===== src/hw/rtl/lrupr_pkg.sv =====
// Shared types and constants for the LRU page replacement block.
// No dependencies; every other file imports this package.
`default_nettype none

package lrupr_pkg;

	// fixed field widths of the stream words
	localparam int PAGE_ID_W = 16;
	localparam int FRAME_W   = 4;
	localparam int COUNT_W   = 16;

	// parameter defaults
	localparam int FRAMES_DEF    = 4;
	localparam int PAGE_BITS_DEF = 16;

	// lookup decision handed from the lookup logic to the table
	typedef struct packed {
		logic               hit;    // page resident
		logic               evict;  // miss with a full table
		logic [FRAME_W-1:0] sel;    // frame hit or filled
	} lookup_t;

endpackage

`default_nettype wire


===== src/hw/rtl/lrupr_req_if.sv =====
// Request channel: one page reference per word.
// Depends on lrupr_pkg.
`default_nettype none

interface lrupr_req_if import lrupr_pkg::*; ();
	logic                 valid;
	logic                 ready;
	logic [PAGE_ID_W-1:0] page_id;

	modport source (output valid, output page_id, input ready);
	modport sink   (input valid, input page_id, output ready);
endinterface

`default_nettype wire


===== src/hw/rtl/lrupr_rsp_if.sv =====
// Response channel: hit/fault result for each reference.
// Depends on lrupr_pkg.
`default_nettype none

interface lrupr_rsp_if import lrupr_pkg::*; ();
	logic                 valid;
	logic                 ready;
	logic                 fault;
	logic [FRAME_W-1:0]   frame_used;
	logic                 evicted_valid;
	logic [PAGE_ID_W-1:0] evicted_page;
	logic [COUNT_W-1:0]   fault_total;

	modport source (output valid, output fault, output frame_used, output evicted_valid,
		output evicted_page, output fault_total, input ready);
	modport sink   (input valid, input fault, input frame_used, input evicted_valid,
		input evicted_page, input fault_total, output ready);
endinterface

`default_nettype wire


===== src/hw/rtl/lrupr_lookup.sv =====
// Parallel lookup over the frame table: hit search, first empty frame and
// oldest valid frame, combined into one decision. Depends on lrupr_pkg.
`default_nettype none

module lrupr_lookup import lrupr_pkg::*; #(
	parameter int FRAMES    = FRAMES_DEF,
	parameter int PAGE_BITS = PAGE_BITS_DEF
) (
	input  wire logic [FRAMES-1:0]         valid,
	input  wire logic [PAGE_BITS-1:0]      pages [FRAMES],
	input  wire logic [$clog2(FRAMES)-1:0] ranks [FRAMES],
	input  wire logic [PAGE_BITS-1:0]      page,
	output lookup_t                        dec
);
	localparam int IDX_W = $clog2(FRAMES);

	logic [FRAMES-1:0] match;
	logic [FRAMES-1:0] is_old;
	logic [IDX_W-1:0]  hit_idx;
	logic [IDX_W-1:0]  empty_idx;
	logic [IDX_W-1:0]  victim_idx;
	logic              full;
	logic [IDX_W-1:0]  sel_idx;

	// per-frame compare; a frame is oldest if no lower frame is as old and
	// no higher frame is older (ties go to the lower frame)
	always_comb begin
		for (int i = 0; i < FRAMES; i++) begin
			match[i]  = valid[i] && (pages[i] == page);
			is_old[i] = valid[i];
			for (int j = 0; j < FRAMES; j++) begin
				if (j < i && valid[j] && ranks[j] >= ranks[i]) begin
					is_old[i] = 1'b0;
				end
				if (j > i && valid[j] && ranks[j] > ranks[i]) begin
					is_old[i] = 1'b0;
				end
			end
		end
	end

	// priority pick: highest match, lowest empty, lowest oldest
	always_comb begin
		hit_idx    = '0;
		empty_idx  = '0;
		victim_idx = '0;
		for (int i = 0; i < FRAMES; i++) begin
			if (match[i]) begin
				hit_idx = IDX_W'(i);
			end
		end
		for (int i = FRAMES - 1; i >= 0; i--) begin
			if (!valid[i]) begin
				empty_idx = IDX_W'(i);
			end
			if (is_old[i]) begin
				victim_idx = IDX_W'(i);
			end
		end
	end

	assign full    = &valid;
	assign sel_idx = (|match) ? hit_idx : (full ? victim_idx : empty_idx);

	always_comb begin
		dec.hit   = |match;
		dec.evict = !(|match) && full;
		dec.sel   = FRAME_W'(sel_idx);
	end

endmodule

`default_nettype wire


===== src/hw/rtl/lrupr_table.sv =====
// Frame table state (valid, page, rank) plus fault counter, updated once per
// advancing reference. Depends on lrupr_pkg and lrupr_lookup.
`default_nettype none

module lrupr_table import lrupr_pkg::*; #(
	parameter int FRAMES    = FRAMES_DEF,
	parameter int PAGE_BITS = PAGE_BITS_DEF
) (
	input  wire logic                 clk,
	input  wire logic                 arst_n,
	input  wire logic                 go,
	input  wire logic [PAGE_BITS-1:0] page,
	output lookup_t                   dec,
	output logic      [PAGE_BITS-1:0] evict_page,
	output logic      [COUNT_W-1:0]   fault_total
);
	localparam int IDX_W  = $clog2(FRAMES);
	localparam int RANK_W = $clog2(FRAMES);

	logic [FRAMES-1:0]    valid_q;
	logic [PAGE_BITS-1:0] page_q [FRAMES];
	logic [RANK_W-1:0]    rank_q [FRAMES];
	logic [COUNT_W-1:0]   count_q;
	logic [IDX_W-1:0]     sel_idx;
	logic [RANK_W-1:0]    hit_rank;

	lrupr_lookup #(
		.FRAMES   (FRAMES),
		.PAGE_BITS(PAGE_BITS)
	) u_lookup (
		.valid(valid_q),
		.pages(page_q),
		.ranks(rank_q),
		.page (page),
		.dec  (dec)
	);

	assign sel_idx    = dec.sel[IDX_W-1:0];
	assign hit_rank   = rank_q[sel_idx];
	assign evict_page = page_q[sel_idx];

	// saturating fault count, as reported with this word
	always_comb begin
		fault_total = count_q;
		if (!dec.hit && count_q != '1) begin
			fault_total = count_q + 1'b1;
		end
	end

	// valid marks, ranks and counter
	always_ff @(posedge clk or negedge arst_n) begin
		if (!arst_n) begin
			valid_q <= '0;
			count_q <= '0;
			for (int i = 0; i < FRAMES; i++) begin
				rank_q[i] <= '0;
			end
		end else if (go) begin
			count_q <= fault_total;
			for (int i = 0; i < FRAMES; i++) begin
				if (IDX_W'(i) == sel_idx) begin
					rank_q[i] <= '0;
					valid_q[i] <= 1'b1;
				end else if (dec.hit) begin
					if (valid_q[i] && rank_q[i] < hit_rank) begin
						rank_q[i] <= rank_q[i] + 1'b1;
					end
				end else if (valid_q[i] && rank_q[i] != RANK_W'(FRAMES - 1)) begin
					rank_q[i] <= rank_q[i] + 1'b1;
				end
			end
		end
	end

	// page numbers, written on a fill
	always_ff @(posedge clk) begin
		if (go && !dec.hit) begin
			page_q[sel_idx] <= page;
		end
	end

	a_evict_only_full: assert property (@(posedge clk) disable iff (!arst_n)
		go && dec.evict |-> &valid_q)
		else $error("eviction with an empty frame available");

	a_fill_most_recent: assert property (@(posedge clk) disable iff (!arst_n)
		go && !dec.hit |=> valid_q[$past(sel_idx)] && rank_q[$past(sel_idx)] == '0)
		else $error("filled frame not valid and most recent");

	a_count_monotonic: assert property (@(posedge clk) disable iff (!arst_n)
		count_q >= $past(count_q))
		else $error("fault count went down");

endmodule

`default_nettype wire


===== src/hw/rtl/lru_page_replacement.sv =====
// LRU page replacement table.
// Request channel (req): one page_id word per reference; only the low
// PAGE_BITS bits take part. Response channel (rsp): one word per reference
// with fault, frame_used, evicted_valid/evicted_page and the saturating
// fault_total including that reference.
// The page is registered on acceptance; once the result register is free or
// being read, the FRAMES-entry table is searched in parallel, updated, and
// the result registered. Throughput: one word per cycle while rsp is not
// held, set by the combined lookup and update of the frame table.
// Reset: all frames empty, ranks and fault count zero; no clearing pass.
// Stall: while rsp is held, req still takes a word into an empty input
// register, then req.ready drops until rsp.ready returns.
// Depends on lrupr_pkg, lrupr_req_if, lrupr_rsp_if, lrupr_table.
`default_nettype none

module lru_page_replacement import lrupr_pkg::*; #(
	parameter int FRAMES    = FRAMES_DEF,
	parameter int PAGE_BITS = PAGE_BITS_DEF
) (
	input wire logic   clk,
	input wire logic   arst_n,
	lrupr_req_if.sink  req,
	lrupr_rsp_if.source rsp
);
	logic                           v_s1;
	logic [PAGE_BITS-1:0]           page_s1;
	logic                           v_s2;
	logic                           fault_s2;
	logic [FRAME_W-1:0]             frame_s2;
	logic                           evict_s2;
	logic [PAGE_ID_W-1:0]           evpage_s2;
	logic [COUNT_W-1:0]             total_s2;
	logic                           adv;
	logic [PAGE_BITS+PAGE_ID_W-1:0] page_wide;
	logic [PAGE_ID_W+PAGE_BITS-1:0] evict_wide;
	lookup_t                        dec;
	logic [PAGE_BITS-1:0]           evict_page;
	logic [COUNT_W-1:0]             fault_total;

	assign adv       = v_s1 && (!v_s2 || rsp.ready);
	assign req.ready = !v_s1 || adv;
	assign page_wide = {{PAGE_BITS{1'b0}}, req.page_id};

	// input register
	always_ff @(posedge clk or negedge arst_n) begin
		if (!arst_n) begin
			v_s1 <= 1'b0;
		end else if (req.valid && req.ready) begin
			v_s1 <= 1'b1;
		end else if (adv) begin
			v_s1 <= 1'b0;
		end
	end

	always_ff @(posedge clk) begin
		if (req.valid && req.ready) begin
			page_s1 <= page_wide[PAGE_BITS-1:0];
		end
	end

	lrupr_table #(
		.FRAMES   (FRAMES),
		.PAGE_BITS(PAGE_BITS)
	) u_table (
		.clk        (clk),
		.arst_n     (arst_n),
		.go         (adv),
		.page       (page_s1),
		.dec        (dec),
		.evict_page (evict_page),
		.fault_total(fault_total)
	);

	assign evict_wide = {{PAGE_ID_W{1'b0}}, evict_page};

	// result register
	always_ff @(posedge clk or negedge arst_n) begin
		if (!arst_n) begin
			v_s2 <= 1'b0;
		end else if (adv) begin
			v_s2 <= 1'b1;
		end else if (rsp.ready) begin
			v_s2 <= 1'b0;
		end
	end

	always_ff @(posedge clk) begin
		if (adv) begin
			fault_s2  <= !dec.hit;
			frame_s2  <= dec.sel;
			evict_s2  <= dec.evict;
			evpage_s2 <= dec.evict ? evict_wide[PAGE_ID_W-1:0] : '0;
			total_s2  <= fault_total;
		end
	end

	assign rsp.valid         = v_s2;
	assign rsp.fault         = fault_s2;
	assign rsp.frame_used    = frame_s2;
	assign rsp.evicted_valid = evict_s2;
	assign rsp.evicted_page  = evpage_s2;
	assign rsp.fault_total   = total_s2;

	a_hit_no_evict: assert property (@(posedge clk) disable iff (!arst_n)
		v_s2 && !fault_s2 |-> !evict_s2 && evpage_s2 == '0)
		else $error("hit word reports an eviction");

	a_fault_counted: assert property (@(posedge clk) disable iff (!arst_n)
		v_s2 && fault_s2 |-> total_s2 != '0)
		else $error("fault word with zero fault total");

	a_no_overwrite: assert property (@(posedge clk) disable iff (!arst_n)
		v_s2 && !rsp.ready |-> !adv)
		else $error("result register overwritten while held");

endmodule

`default_nettype wire

===== src/flat_wrapper.sv =====
// flat-port wrapper written by rule: the top's interface ports become plain ports
module lru_page_replacement_flat import lrupr_pkg::*;
#(
	parameter int FRAMES    = FRAMES_DEF,
	parameter int PAGE_BITS = PAGE_BITS_DEF
)
  (clk, arst_n, req_valid, req_page_id, req_ready, rsp_valid, rsp_fault, rsp_frame_used, rsp_evicted_valid, rsp_evicted_page, rsp_fault_total, rsp_ready);
  lrupr_req_if req_i ();
  lrupr_rsp_if rsp_i ();
  input wire logic clk;
  input wire logic arst_n;
  input wire logic [$bits(req_i.valid)-1:0] req_valid;
  input wire logic [$bits(req_i.page_id)-1:0] req_page_id;
  output wire logic [$bits(req_i.ready)-1:0] req_ready;
  output wire logic [$bits(rsp_i.valid)-1:0] rsp_valid;
  output wire logic [$bits(rsp_i.fault)-1:0] rsp_fault;
  output wire logic [$bits(rsp_i.frame_used)-1:0] rsp_frame_used;
  output wire logic [$bits(rsp_i.evicted_valid)-1:0] rsp_evicted_valid;
  output wire logic [$bits(rsp_i.evicted_page)-1:0] rsp_evicted_page;
  output wire logic [$bits(rsp_i.fault_total)-1:0] rsp_fault_total;
  input wire logic [$bits(rsp_i.ready)-1:0] rsp_ready;
  assign req_i.valid = req_valid;
  assign req_i.page_id = req_page_id;
  assign req_ready = req_i.ready;
  assign rsp_valid = rsp_i.valid;
  assign rsp_fault = rsp_i.fault;
  assign rsp_frame_used = rsp_i.frame_used;
  assign rsp_evicted_valid = rsp_i.evicted_valid;
  assign rsp_evicted_page = rsp_i.evicted_page;
  assign rsp_fault_total = rsp_i.fault_total;
  assign rsp_i.ready = rsp_ready;
  lru_page_replacement #(.FRAMES(FRAMES), .PAGE_BITS(PAGE_BITS)) u_core (.clk(clk), .arst_n(arst_n), .req(req_i), .rsp(rsp_i));
endmodule

===== config.mk =====
export PLATFORM = sky130hd
export DESIGN_NAME = lru_page_replacement_flat
export DESIGN_NICKNAME = d
export VERILOG_FILES = /design/src/hw/rtl/lrupr_pkg.sv /design/src/hw/rtl/lrupr_req_if.sv /design/src/hw/rtl/lrupr_rsp_if.sv /design/src/hw/rtl/lrupr_lookup.sv /design/src/hw/rtl/lrupr_table.sv /design/src/hw/rtl/lru_page_replacement.sv /design/src/flat_wrapper.sv
export SDC_FILE = /design/constraint.sdc
export NUM_CORES = 1
export LEC_CHECK = 0
export BUFFER_PORTS_ARGS = -buffer_cell sky130_fd_sc_hd__buf_2
export CAP_MARGIN = 30
export CORE_MARGIN = 5
export CORE_UTILIZATION = 30
export DETAILED_ROUTE_END_ITERATION = 10
export GPL_TIMING_DRIVEN = 0
export PLACE_DENSITY = 0.5
export SYNTH_ARGS = -nofsm -noshare
export SYNTH_HDL_FRONTEND = slang
export SYNTH_SLANG_ARGS = --single-unit

===== constraint.sdc =====
create_clock -name clk -period 4.85 [get_ports clk]
set_clock_uncertainty 0.05 [all_clocks]
set_input_delay 0.7275 -clock clk [delete_from_list [all_inputs] [get_ports clk]]
set_output_delay 0.7275 -clock clk [all_outputs]
set_load 0.005 [all_outputs]

* Word-level counts from Yosys, hierarchy flattened
Index checks and enable logic that the tools add are counted.
** Word-level totals
- Register bits after elaboration :: 146
- Latch bits :: 0
- RAM bits :: 0
- ROM bits :: 0
- Input port bits :: 20
- Output and inout bits :: 40
- Logic and storage cells :: 168
- Memories kept :: 0
** Operators by class
- Add/subtract/negate cells :: 5
- $mul :: 0
- Divide/modulo/power cells :: 0
- Order comparisons :: 18
- Equal/unequal tests :: 16
- Shifts and indexed selects :: 0
- Mux-type cells :: 55
- Bitwise operators :: 1
- Reductions and logical operators :: 52
** Operators with widths (count)
- 64-bit bitwise mux :: 1
- 16-bit == test :: 4
- 16-bit two-way mux :: 4
- 2-bit two-way mux :: 30
- 16-bit binary-select mux with 2-bit select :: 1
- 16-bit demux with 2-bit select :: 1
- 1-bit logical AND :: 30
- 1-bit two-way mux :: 17
- 16-bit by 1-bit adder with 16-bit output (second input constant) :: 1
- 16-bit inequality test (second input constant) :: 1
- 2-bit >= comparator :: 6
- 2-bit > comparator :: 6
- 3-bit inequality test (second input constant) :: 4
- 3-bit AND reduction :: 4
- 3-bit nonzero test :: 4
- 2-bit by 1-bit adder with 2-bit output (second input constant) :: 4
- 2-bit less-than comparator :: 4
- 2-bit inequality test (second input constant) :: 4
- 2-bit AND reduction :: 4
- 2-bit binary-select mux with 2-bit select :: 1
- 2-bit == test (first input constant) :: 2
- 4-bit AND reduction :: 1
- 2-bit nonzero test :: 2
- 4-bit OR reduction :: 1
- other kinds (7) :: 10

* Longest topological paths before layout
- Word-level depth :: 20
- Gate-level depth with buffers :: 14
- Depth with buffers taken out :: 13

* Cells and area by module
From an unflattened synthesis, not the netlist that was laid out.
** Unflattened totals
- Cells, all modules :: 572
- Area, all modules :: 7599.8 um^2
** Modules (own cells, without submodules)
- lrupr_table :: instances 1, cells each 314, area an instance 4416.7 um^2, seq. area each 2622.5 um^2
- lru_page_replacement :: instances 1, cells each 80, area an instance 1856.8 um^2, seq. area each 1671.6 um^2
- lrupr_lookup :: instances 1, cells each 178, area an instance 1326.3 um^2, seq. area each 0.0 um^2

* Worst setup path after synthesis
OpenSTA, ideal clock, no wires.
- Path kind :: register to register
- From :: register u_core.page_s1[13]
- To :: register u_core.u_table.page_q[32] (netlist bit) (enable)
- Library setup time :: 0.409 ns
- Data arrival time :: 3.614 ns
- Required time :: 4.391 ns
- Path slack :: 0.777 ns
- Stages on the path, launching flop included :: 11
- Buffers on the path :: 3
- Clock period less this slack :: 4.073 ns
- Cells stage by stage :: edfxtp_1 -> xor2_1 -> or4_1 -> or4_1 -> o22ai_2 -> o21a_1 -> buf_6 -> inv_2 -> buf_2 -> buf_2 -> nor3_1
** On the way
- Cells in the longest elaborated chain, start to end :: 5
- Elaborated cells between the ends (all ways) :: 11
- Those cells by class :: eq/ne: 4; reduce/logical: 7
** RTL lines
- from (decl) :: RTL line lru_page_replacement.sv:26 : logic [PAGE_BITS-1:0] page_s1;
- from (signal assigned) :: RTL line lru_page_replacement.sv:57 : page_s1 <= page_wide[PAGE_BITS-1:0];
- 16-bit == test :: RTL line lrupr_lookup.sv:29 : match[i] = valid[i] && (pages[i] == page);
- 1-bit logical AND :: RTL line lrupr_lookup.sv:29
- 4-bit OR reduction * :: RTL line lrupr_lookup.sv:66 : dec.hit = |match;
- 1-bit logical NOT * :: RTL line lrupr_table.sv:77 : if (go && !dec.hit) begin
- 1-bit logical AND * :: RTL line lrupr_table.sv:77
- to (signal, indexed assignment) :: RTL line lrupr_table.sv:78 : page_q[sel_idx] <= page;
- to (decl) :: RTL line lrupr_table.sv:21 : logic [PAGE_BITS-1:0] page_q [FRAMES];
Mark *: on every way between the ends. The rest lies on a longest branch, timed or not.
A chain may end at the register's enable or synchronous reset.

==> results.yml <==
run_status:
  outcome: "completed"
sta:
  tightest_slew_ns: 0.881
  hold_viol: 0
  fin_crit_ns: 4.66
  setup_viol_count_final: 0
  period_share_pct: 96.1
  finalMaxSlewViolations: 0
  rsz0062_at_grt: "yes"
  max_freq_mhz: 215
  maxSlewHeadroom_pct: 41.2
  hold-worst-slack_ns: 0.301
clock_network:
  cts-hold-fix-buffers: 0
  cts_buffers: 17
  cts-resized-gates: 0
  htreeDepth: 4
  clk_pin_slew_ns: 0.06
  cts_tree: "done"
  postCtsSetupBuffers: 0
  clk-insertion-delay-late_ns: 0.43
  cts_max_path_buffers: 2
  clock-root-buffer: "clkbuf_16"
  numClockSinks: 146
power:
  p_comb_share_pct: 50.2
  power_frac_clock_pct: 18.6
  powerDensity_mw_per_mm2: 812
  p_leak_uw: 0.00335
  seqPwrFrac_pct: 31.1
  vdd_drop_max_mv: 0.357
  swShare_pct: 42.7
  p_switching_uw: 3050
  p_int_uw: 4090
worst_setup_path:
  cp_max_fo: 10
  cp_data_required_time_ns: 4.93
  cp_top_family: "simple AND/OR/NAND/NOR gates"
  max_stage_delay_ns: 0.73
  worstSetupStartpointType: "flip-flop"
  critPathSlowestCell: "nor3_2"
  crit_type: "flip-flop to flip-flop"
  crit_chain: "inv_1 -> ha_1 -> nor2b_1 -> o211a_1 -> nor4_1 -> a221oi_1 -> o211ai_1 -> nand2_1 -> clkbuf_1 -> nor3_2 -> buf_6"
  arrival_ns: 4.74
  cp_num_buf_inv: 3
  critPathCaptureType: "flip-flop"
yosys:
  synth_xor_xnor_area_share_pct: 11.1
  yosysWarnings: 0
  yosysSeqAreaShare_pct: 57.3
  yosys.area.top_type: "edfxtp_1"
  synthCells: 621
  syn_area_per_cell_um2: 11.9
  synth.top_cells.by_area: "edfxtp_1 (47%), dfrtp_1 (10%), xnor2_1 (7.3%)"
  ys.flop_type: "edfxtp_1"
  synthSimpleGateAreaFrac_pct: 14.8
  synthArstFlopShare_pct: 20.5
  synth_edf_count: 116
  yosysTopAreaCellShare_pct: 47.1
  synth.mux.area_fraction_pct: 5.47
  synth_fa_ha_area_share_pct: 2.88
  synth_commonest_cells: "edfxtp_1 (116), nand2_1 (67), xnor2_1 (62), mux2i_1 (37), nor2_1 (36)"
  netlist_area_mm2: 0.00739
  synth_top_family_by_area: "simple AND/OR/NAND/NOR gates"
  synth_cell_type_count: 60
  synth.most_common_cell: "edfxtp_1"
  ys_ff_latch: 146
  synth_compound_area_share_pct: 5.89
route:
  routedWlPerCell_um: 18.9
  routed_via_density: 4.90
  vias: 5108
  dr.first_iter.drc_count: 275
  ant_nets: 0
  firstDrtPassIters: 5
  postRouteWirelength_um: 19700
  drc: 0
cells_and_area:
  area_growth_pct: 19.0
  n_antenna_cell: 0
  final_cells: 1042
  multi_input_area_mm2: 0.00300
  fillCellCount: 2376
  nNetsFinal: 742
  drive_above_1_share_pct: 16.3
  seqCellArea_mm2: 0.00423
global_route:
  globalRouteTotalUtil_pct: 14.3
  antenna_found_initial: 0
  grt_max_degree: 31
  grt_pass1_vias: 5276
  overflow: 0
  grt_pass1_wl_um: 30700
die:
  io_pins: 60
  core_mm2: 0.0243
  start_util_pct: 30.4
  die_width_um: 167
  dieArea_mm2: 0.0279
  die_h_um: 167
  rows: 57
placement:
  gp_congestion: 0.870
  dp_hpwl_um: 14600
  port_buffers: 57
  post-place-cells: 1010
job:
  maxCapViolations: 0
hold_path:
  worstHoldPathType: "input port to async pin"
==> cells by family after synthesis <==
group / after synthesis
other: 1
and+or+nand+nor: 216
adders and majority gates: 17
AOI/OAI and AO/OA: 64
DFF: 146
muxes: 40
buffers and inverters: 43
xor gates and xnor gates: 94
==> power by group through the flow <==
stage | Clock [uW] | Sequential, uW | Combinational, uW
2_1_floorplan | 0 | 2200 | 2360
3_3_place_gp | 0 | 2260 | 3470
3_5_place_dp | 0 | 2250 | 3610
4_1_cts | 1360 | 2230 | 3630
5_1_grt | 1410 | 2270 | 3960
6_report | 1330 | 2220 | 3590
==> metal layers <==
| layer | wire [um] | vias up | GRT usage [%] |
|---|---|---|---|
| met4 | 333 | 0 | 4.30 |
| met1 | 8520 | 2528 | 17.8 |
| met5 | 0 | - | 0 |
| met3 | 763 | 28 | 2.80 |
| li1 | - | 2430 | - |
| met2 | 10100 | 122 | 25.1 |
==> cell type report <==
type                    instances  share of cell area (%)
plain buffers                  26                    1.37
clock buffers                  22                    5.52
clock inverters                10                    1.28
inverters                      17                   0.725
multi-input cells             433                    34.0
flip-flops and latches        146                    48.1
well taps                     324                    4.61
repair buffers                 64                    4.32
==> metrics by stage <==
step | area (um2) | TNS [ns] | util (%) | setup WS (ns) | total power [uW]
finish | 8800 | 0 | 36.2 | 0.191 | 7140
global route | 8800 | -3.08 | 36.2 | -0.157 | 7640
CTS | 8800 | 0 | 36.2 | 0.185 | 7220
detailed placement | 8200 | 0 | 33.7 | 0.233 | 5860
global placement | 8090 | -43.46 | 33.3 | -1.36 | 5730
floorplan | 7400 | 0 | - | 0.777 | 4560
==> sequential cells by signal (all words and copies together), names as in the netlist <==
signal                    count
u_core.rsp.evicted_page      16
u_core.rsp.fault_total       16
u_core.u_table.valid_q        4
u_core.u_table.rank_q         8
u_core.v_s1                   1
u_core.rsp.valid              1
u_core.u_table.page_q        64
u_core.rsp.frame_used         2
u_core.page_s1               16
u_core.u_table.count_q       16
u_core.rsp.fault              1
u_core.rsp.evicted_valid      1
==> final timing paths <==
| path | startpoint | to | slack (ns) | cells after the start |
|---|---|---|---|---|
| max in group asynchronous | arst_n | u_core.u_table.rank_q[5]$_DFFE_PN0P_ | 3.97 | 1 |
| hold reg to reg | u_core.v_s1$_DFFE_PN0P_ | u_core.rsp.valid$_DFFE_PN0P_ | 0.45 | 1 |
| hold / removal | arst_n | u_core.u_table.count_q[8]$_DFFE_PN0P_ | 0.30 | 1 |
| setup / recovery | u_core.u_table.rank_q[5]$_DFFE_PN0P_ | u_core.u_table.page_q[12]$_DFFE_PP_ | 0.19 | 11 |
| min in group clk | req_page_id[11] | u_core.page_s1[11]$_DFFE_PP_ | 0.42 | 1 |
| setup reg to reg | u_core.u_table.rank_q[5]$_DFFE_PN0P_ | u_core.u_table.page_q[12]$_DFFE_PP_ | 0.19 | 11 |
==> layout by cell type (no fill, tap or decap), types with 4 or more instances in the layout <==
master | netlist | layout
a21oi_1 | 12 | 12
xor2_1 | 32 | 32
nor4_1 | 4 | 4
clkbuf_16 | 0 | 18
o22ai_1 | 5 | 5
ha_1 | 17 | 17
nor3_1 | 10 | 8
nor2_1 | 36 | 34
nand2b_1 | 5 | 5
o211ai_1 | 4 | 4
mux2i_1 | 37 | 37
nand2_1 | 67 | 67
edfxtp_1 | 116 | 116
nor2b_1 | 4 | 4
and3_1 | 22 | 22
buf_6 | 1 | 5
buf_2 | 5 | 63
nor3b_1 | 5 | 5
nand3_1 | 19 | 19
xnor2_1 | 62 | 62
dfrtp_1 | 30 | 30
o21ai_0 | 14 | 14
clkbuf_1 | 15 | 17
nand4_1 | 23 | 23
inv_1 | 15 | 15
(Power assumes the default switching activity.)
